File: src/rtl/core/gbsp_ram.sv
// Generic single-write, single-read synchronous RAM with a registered read port.
// Used for every store of the shortest path block. Depends on nothing.
module gbsp_ram #(
    parameter int WIDTH = 8,
    parameter int DEPTH = 64
) (
    input  logic                     clk,
    input  logic                     wr_en,
    input  logic [$clog2(DEPTH)-1:0] wr_addr,
    input  logic [WIDTH-1:0]         wr_data,
    input  logic                     rd_en,
    input  logic [$clog2(DEPTH)-1:0] rd_addr,
    output logic [WIDTH-1:0]         rd_data
);

    logic [WIDTH-1:0] mem [DEPTH];

    always_ff @(posedge clk)
    begin
        if (wr_en)
        begin
            mem[wr_addr] <= wr_data;
        end
        if (rd_en)
        begin
            rd_data <= mem[rd_addr];
        end
    end

endmodule
File: config.mk
export PLATFORM = sky130hd
export DESIGN_NAME = gbsp_ram
export DESIGN_NICKNAME = d
export VERILOG_FILES = /design/src/rtl/core/gbsp_ram.sv
export SDC_FILE = /design/constraint.sdc
export NUM_CORES = 1
export LEC_CHECK = 0
export ABC_CLOCK_PERIOD_IN_PS = 2200
export BUFFER_PORTS_ARGS = -buffer_cell sky130_fd_sc_hd__buf_2
export CORE_ASPECT_RATIO = 0.9
export CORE_UTILIZATION = 45
export CTS_CLUSTER_SIZE = 25
export DETAILED_ROUTE_END_ITERATION = 6
export HOLD_SLACK_MARGIN = 0.1
export SKIP_LAST_GASP = 1
export SLEW_MARGIN = 20
export SYNTH_ARGS = -nofsm -noshare
export SYNTH_HDL_FRONTEND = slang
export SYNTH_SLANG_ARGS = --single-unit
File: constraint.sdc
create_clock -name clk -period 2.2 [get_ports clk]
set_input_delay 0.44 -clock clk [delete_from_list [all_inputs] [get_ports clk]]
set_output_delay 0.44 -clock clk [all_outputs]
set_load 0.05 [all_outputs]
==> results by group, run 1 <==
Power
  • Combinational power share: 5.6%
  • Psw: 4.31 mW
  • Switch share: about a fifth
  • Sequential power share: 52.0%
  • Int Power: 16.9 mW
  • Clock Power Share: between 40 and 50%
  • Leakage power: 7.76 nW
  • PwrDens: 887 nW/um^2
  • Peak supply drop: 656 uV

GRT
  • All-Layer GR Usage: 21.0%
  • Grt total ovfl: 0
  • Initial antenna violation count: 3
  • First-pass GRT wire length: between 60000 and 70000 microns
  • Largest net degree at the start of global routing: 65
  • Vias in the first global route: 10100

Drt
  • DR WL/cell: 26.2 microns
  • Remaining antenna violation count after routing: 0
  • Vias/cell: 5.64
  • Via Count: 9947
  • # DRC: 0
  • DR iter-0 viols: around 950
  • WL final: approximately 46000 microns
  • TritonRoute pass-1 iters: 7

Critical path
  • Crit Path Max Fanout: 1
  • WP buf/inv: 0
  • R2r startpoint: mem[24][6]
  • R2R cell count: 5
  • Cell depth of the worst setup path: 5
  • Slowest stage cell on the critical path: mux4_2
  • Slowest cell delay on critical path: roughly 460 ps
  • Worst Setup Start Kind: flop
  • Crit Path Category: reg -> reg
  • Worst path cell trace: mux4_2 -> mux2_2 -> o221a_2 -> nor3_1 -> o32ai_1
  • Critical Path Source: mem[24][6]
  • R2r setup slk: 150 ps
  • Worst setup EP type: flop
  • Worst path arrival time: about 2400 ps
  • CP delay by family, top: multiplexers
  • WP data required: ~2500 ps
  • Reg2reg end: rd_data[6]
  • CP endpoint: rd_data[6]

Flow run
  • Max-cap viol count: 0

STA
  • Period minus WS final: 2050 ps
  • RSZ-0062 raised after global routing: no
  • Worst Clk Skew: 10.4 ps
  • Least-Margin Pin Slew: 913 ps
  • Setup TNS Final: 0 ps
  • Final-report setup violation count: 0
  • Final period util: 93.4%
  • Achievable Freq: 0.487 GHz
  • Slew headroom: 39.2%
  • Slew Limit Fails: 0
  • Final WS setup: 146 ps
  • Hold Vio Cnt, Final: 0

Finish
  • Most frequent cells in the layout: 520 x edfxtp_1, 142 x buf_4, 126 x mux4_2
  • Area Growth Syn to Fin: 18.1%
  • Filler cell count: ~3400
  • # nets final: 1150
  • Number of inserted diodes: 0
  • Layout cells sized above 1: approximately a third
  • Final Cell Area: about 24000 sq um
  • Most common cell after layout, fill and taps aside: edfxtp_1

Floorplan
  • Die area: 45800 sq um
  • Die span in x: 226 microns
  • # rows: 73
  • Die height: approximately 200 microns
  • I/O pin total: 31
  • Initial Util: 45.7%
  • Total core area: 44300 sq um

Synth
  • Mapped Cells: 940
  • #FFs+latches synth: 520
  • Syn nets: 963
  • Register area share after synthesis: 77.1%
  • Most area-consuming cells after synthesis: edfxtp_1 77%, mux4_2 14%, nor2_1 1.5%
  • Post-synth top area share: 77.1%
  • Mean Syn Cell Area: 21.5 sq um
  • Synth unique cells: 39
  • Syn Std Cell Area: about 20000 sq um
  • Biggest area consumer among synthesized cells: edfxtp_1
  • Yosys warning count: 0

CTS
  • Clk pin slew, worst setup/hold paths: 60 ps
  • CTS H-tree depth: 2
  • # clock sinks: 520
  • Postcts setup bufs: 0
  • CTS Root Cell: clkbuf_16
  • CTS Buf Count: 52
  • CTS tree: yes
  • Longest Clk Path Bufs: 3
  • Clk Latency, worst-skew pair: 580 ps

Place
  • Final HPWL DP: 30500 microns
  • GPL Wtd Cong: 0.881
  • Pre-CTS WS: -441 ps
  • Dpl cell area: ~22000 sq um
  • Port Buffers: 30

Worst hold path
  • Hold Startpoint: rd_en
  • Hold Path Class: in -> reg

Outcome
  • Outcome: finished clean
stage by stage:
step | cells | util, % | hold slack [ps] | total power [mW]
4_1_cts | 1764 | 54.0 | 237 | 21.4
5_1_grt | 1764 | 54.0 | 253 | 21.8
6_report | 1764 | 54.0 | 270 | 21.2
3_3_place_gp | 1673 | 50.1 | 858 | 12.4
3_5_place_dp | 1673 | 50.1 | 856 | 12.4
2_1_floorplan | 940 | - | 539 | 11.8
timing repair:
item,4_1_cts,5_1_grt
gates resized for setup,0,1
hold buffers,0,0
setup endpoints to repair,0,1
endpoints found under the hold margin,0,0
worst min-delay path by stage:
stage            endpoint  depth (start not counted)
3_5_place_dp   rd_data[4]                          1
2_1_floorplan   mem[0][0]                          0
6_report       rd_data[5]                          1
3_3_place_gp   rd_data[4]                          1
5_1_grt        rd_data[5]                          1
4_1_cts        rd_data[3]                          1
area by class of cell:
class / count / area (sq um) / area share [%]
Sequential cell: 520 / 15600 / 65.3
Multi-Input combinational cell: 369 / 4320 / 18.1
Timing Repair Buffer: 184 / 1500 / 6.26
Clock buffer: 60 / 1350 / 5.66
Tap cell: 600 / 751 / 3.14
Clock inverter: 31 / 373 / 1.56
power groups by stage:
stage	clock network (mW)	logic [mW]	registers, mW
2_1_floorplan	0	0.586	11.3
3_3_place_gp	0	1.18	11.2
3_5_place_dp	0	1.19	11.2
4_1_cts	9.18	1.19	11.0
5_1_grt	9.53	1.26	11.0
6_report	9.00	1.18	11.0
Yosys cell counts:
cell       number
nor2b_1        14
and2_1          1
o311ai_1        1
nand2_1        19
mux4_2        126
mux2_2         13
nand4_1         2
or3_1           1
o2bb2ai_1       3
clkbuf_1       17
a221oi_1        6
nand4b_1        1
nand3b_1        3
buf_6           4
o21a_1          2
nor3_1          7
a21oi_1         3
buf_1           4
buf_2          11
nor2_1         83
o41ai_1         2
o21ai_1         2
nor4_1          2
nand3_1        13
edfxtp_1      520
o221a_2         2
nand2b_1        7
a31oi_1         1
o22ai_1         8
o21ai_0         2
mux2i_1        23
o32ai_1         2
buf_12          2
o2111ai_1       3
buf_4          13
a2111oi_0       2
a211oi_1        4
a22oi_1         3
o221ai_1        8
kinds of logic (layout without fill, tap and decap cells):
logic type      after synthesis  after routing  synth area share, %
compound gates               54             54                 2.06
buf+inv                      51            275                 1.56
flops                       520            520                 77.1
mux                         162            162                 15.9
simple gates                153            153                 3.37
sequential cells by signal, summed over array words and instances, names as in the netlist:
register,flops
mem,512
rd_data,8
layer usage:
layer / part of all wire, % / track usage, % / vias up
met3: 6.5 / 4.77 / 68
li1: - / - / 4309
met1: 44 / 30.4 / 5276
met4: 2.1 / 5.56 / 6
met2: 47 / 32.3 / 288
met5: 0.089 / 0 / -
(Power assumes the default switching activity.)
==> run 2, diff against run 1 <==
--- a/config.mk
+++ b/config.mk
@@ -5,13 +5,16 @@
 export SDC_FILE = /design/constraint.sdc
 export NUM_CORES = 1
 export LEC_CHECK = 0
+export ABC_AREA = 1
 export ABC_CLOCK_PERIOD_IN_PS = 2200
 export BUFFER_PORTS_ARGS = -buffer_cell sky130_fd_sc_hd__buf_2
 export CORE_ASPECT_RATIO = 0.9
 export CORE_UTILIZATION = 45
+export CTS_CLUSTER_DIAMETER = 120
 export CTS_CLUSTER_SIZE = 25
 export DETAILED_ROUTE_END_ITERATION = 6
 export HOLD_SLACK_MARGIN = 0.1
+export MAX_ROUTING_LAYER = met4
 export SKIP_LAST_GASP = 1
 export SLEW_MARGIN = 20
 export SYNTH_ARGS = -nofsm -noshare
==> run 2 against run 1 <==
Effect of this change: register-to-register slack improved by 530 ps; combinational power rose by 20%; flip-flop and latch count did not move; clock skew rose by 21 ps; clock-buffer cell count fell by 36; sequential power barely moved; critical path type is now reg -> out.
==> results by group, run 2 <==
Synth
  • Main synth FF type: edfxtp_1
  • Yosys warning count: 0 (unchanged)
  • Most area-consuming cells after synthesis: edfxtp_1 73%, nand2_1 11%, nand3_1 10%
  • #FFs+latches synth: 520 (unchanged)
  • Syn nets: 1828 (+90%)
  • Post-synth top area share: 72.9% (-4.2 points)
  • Mean Syn Cell Area: 11.9 sq um (-45%)
  • Most frequent cell after synthesis: nand2_1
  • Number of synthesized flops with an enable pin: 520 (unchanged)
  • Commonest cells in the netlist: 648 x nand2_1, 520 x edfxtp_1, 439 x nand3_1
  • Synth unique cells: 15 (-62%)
  • Biggest area consumer among synthesized cells: edfxtp_1
  • Mapped Cells: 1805 (+92%)
  • Register area share after synthesis: 72.9% (-4.2 points)
  • Asr flop ratio synth: 0% (unchanged)
  • Syn Std Cell Area: 21400 sq um (+5.8%)

Power
  • Switch share: 22.8% (+2.4 points)
  • Sequential power share: 63.6% (+12 points)
  • Peak supply drop: 589 uV (-10%)
  • Combinational power share: 8.2% (+2.6 points)
  • Int Power: 13.3 mW (-21%)
  • Psw: 3.93 mW (-8.7%)
  • PwrDens: 735 nW/um^2 (-17%)
  • Leakage power: 8.48 nW (+9.3%)
  • Total power: 17.3 mW (-18%)
  • Clock Power Share: 28.1% (-14 points)

Finish
  • Filler cell count: 4059 (+19%)
  • Most flops, register: mem
  • Max reg flops: 512 (unchanged)
  • Most common cell after layout, fill and taps aside: nand2_1
  • Most frequent cells in the layout: 648 x nand2_1, 520 x edfxtp_1, 439 x nand3_1
  • Top flop regs: mem (512), rd_data (8)
  • # nets final: 1899 (+65%)
  • FF/Latch Area: 15600 sq um (unchanged)
  • Final core utilization: 50.2% (-3.7 points)
  • Multi-input gate area: 4950 sq um (+15%)
  • Layout cells sized above 1: 9.97% (-24 points)
  • Area Growth Syn to Fin: 9.81%

GRT
  • Vias in the first global route: 13100 (+30%)
  • Largest net degree at the start of global routing: 81 (+25%)
  • First-pass GRT wire length: 81700 microns (+20%)
  • Initial antenna violation count: 3 (unchanged)
  • Grt total ovfl: 0 (unchanged)
  • All-Layer GR Usage: 23.0% (+2.0 points)

Floorplan
  • Total core area: 46800 sq um (+5.7%)
  • Die area: 48500 sq um (+5.7%)
  • I/O pin total: 31 (unchanged)
  • Initial Util: 45.7% (about the same)
  • Die span in x: 232 microns (+2.8%)
  • Die height: 209 microns (+2.8%)
  • # rows: 75 (+2.7%)

Worst hold path
  • Hold EP: rd_data[5]
  • Hold Path Class: in -> reg
  • Hold-critical path depth: 1 (unchanged)
  • Hold Startpoint: rd_en

STA
  • Slew Limit Fails: 0 (unchanged)
  • Slew headroom: 60.4% (+21 points)
  • Final period util: 81.8% (-12 points)
  • RSZ-0062 raised after global routing: no
  • Setup TNS Final: 0 ps (unchanged)
  • Worst Clk Skew: 31.0 ps (+20.7 ps)
  • Hold WS: 288 ps (+17.9 ps)
  • Period minus WS final: 1800 ps (-254 ps)
  • Least-Margin Pin Slew: 593 ps (-319 ps)
  • Achievable Freq: 0.555 GHz (+14%)
  • Hold Vio Cnt, Final: 0 (unchanged)
  • Final-report setup violation count: 0 (unchanged)

Place
  • Final HPWL DP: 32000 microns (+4.8%)
  • Port Buffers: 30 (unchanged)
  • GPL Wtd Cong: 0.848 (-3.7%)

Critical path
  • Worst setup EP type: output pin
  • CP delay by family, top: flip-flops
  • Reg2reg end: rd_data[6]
  • Worst path cell trace: buf_2
  • Cell depth of the worst setup path: 1 (-4)
  • Crit Path Max Fanout: 1 (unchanged)
  • Slowest stage cell on the critical path: edfxtp_1
  • Crit Path Category: reg -> out
  • WP data required: 1760 ps (-760 ps)
  • R2r startpoint: mem[27][6]
  • R2r setup slk: 680 ps (+530 ps)
  • Worst path arrival time: 1360 ps (-1010 ps)
  • R2R cell count: 8 (+3)
  • Slowest cell delay on critical path: 460 ps (about the same)
  • WP buf/inv: 1 (+1)
  • Worst Setup Start Kind: flop

Outcome
  • Outcome: finished clean

CTS
  • Clk Latency, worst-skew pair: 590 ps (about the same)
  • Clk pin slew, worst setup/hold paths: 100 ps (+40 ps)
  • CTS Hold Buffers Added: 0 (unchanged)
  • CTS Root Cell: clkbuf_16
  • CTS Buf Count: 24 (-54%)
  • Longest Clk Path Bufs: 3 (unchanged)
  • Postcts setup bufs: 0 (unchanged)
  • Quantity of gates resized following cts: 0 (unchanged)
  • CTS tree: yes
  • CTS H-tree depth: 1 (-1)
  • # clock sinks: 520 (unchanged)

Drt
  • DR iter-0 viols: 1456 (+53%)
  • WL final: 53200 microns (+15%)
  • DR WL/cell: 21.4 microns (-19%)
  • Via Count: 13800 (+39%)
  • TritonRoute pass-1 iters: 5 (-2)
  • Remaining antenna violation count after routing: 0 (unchanged)
  • Vias/cell: 5.54 (-1.8%)
  • # DRC: 0 (unchanged)

Flow run
  • Max-cap viol count: 0 (unchanged)
==> run 2: cell types whose count changed in the layout (fill, tap and decap cells not counted), moves of 9 or more <==
cell / delta
buf_12: +17
buf_4: -44
bufinv_16: -9
clkbuf_16: -29
clkinv_1: -12
inv_1: +9
mux2_2: -13
mux2i_1: -23
mux4_2: -126
nand2_1: +629
nand3_1: +426
nor2_1: -27
nor2b_1: -14
==> run 2: kinds of logic (layout without fill, tap and decap cells) <==
family | Yosys count | in the layout | synth area share [%]
buf+inv | 125 | 196 | 4.01
simple gates | 1160 | 1160 | 23.1
other cells | 0 | 1 | 0
flops | 520 | 520 | 72.9
==> run 2: stage by stage <==
stage / cells / area [sq um] / setup WS [ps]
final: 2493 / 23500 / 399
after global placement: 2466 / 22900 / 93.5
after floorplan: 1805 / 21400 / -6.12
after global routing: 2492 / 23500 / 329
after CTS: 2492 / 23500 / 381
after detailed placement: 2466 / 22900 / 63.8
==> run 2: how the worst max path moves through the flow <==
stage / endpoint / start
finish: rd_data[2] / rd_data[2]
global route: rd_data[2] / rd_data[2]
CTS: rd_data[2] / rd_data[2]
detailed placement: rd_data[6] / rd_addr[1]
global placement: rd_data[6] / rd_addr[1]
floorplan: mem[48][0] / wr_en
==> run 2: final cells by class <==
class | instances | share of cell area, %
timing repair buffer | 158 | 6.42
clock inverter | 2 | 0.101
antenna | 1 | 0.0106
sequential | 520 | 66.4
inverter | 12 | 0.223
multi-input combinational | 1160 | 21.0
clock buffer | 24 | 2.55
tap | 616 | 3.28
==> run 2: power by group through the flow <==
stage	Sequential, mW	Combinational, mW	Clock [mW]
global placement	11.2	1.41	0
global route	11.0	1.55	5.26
floorplan	11.3	0.771	0
detailed placement	11.2	1.42	0
CTS	11.0	1.42	4.96
finish	11.0	1.42	4.86
==> run 2: per-layer routing <==
metal | part of all wire (%) | wire, microns | GRT usage [%]
met3 | 7.6 | 4040 | 2.80
met4 | 2.1 | 1110 | 4.85
met1 | 44 | 23500 | 33.5
met5 | 0 | 0 | -
met2 | 46 | 24600 | 34.8
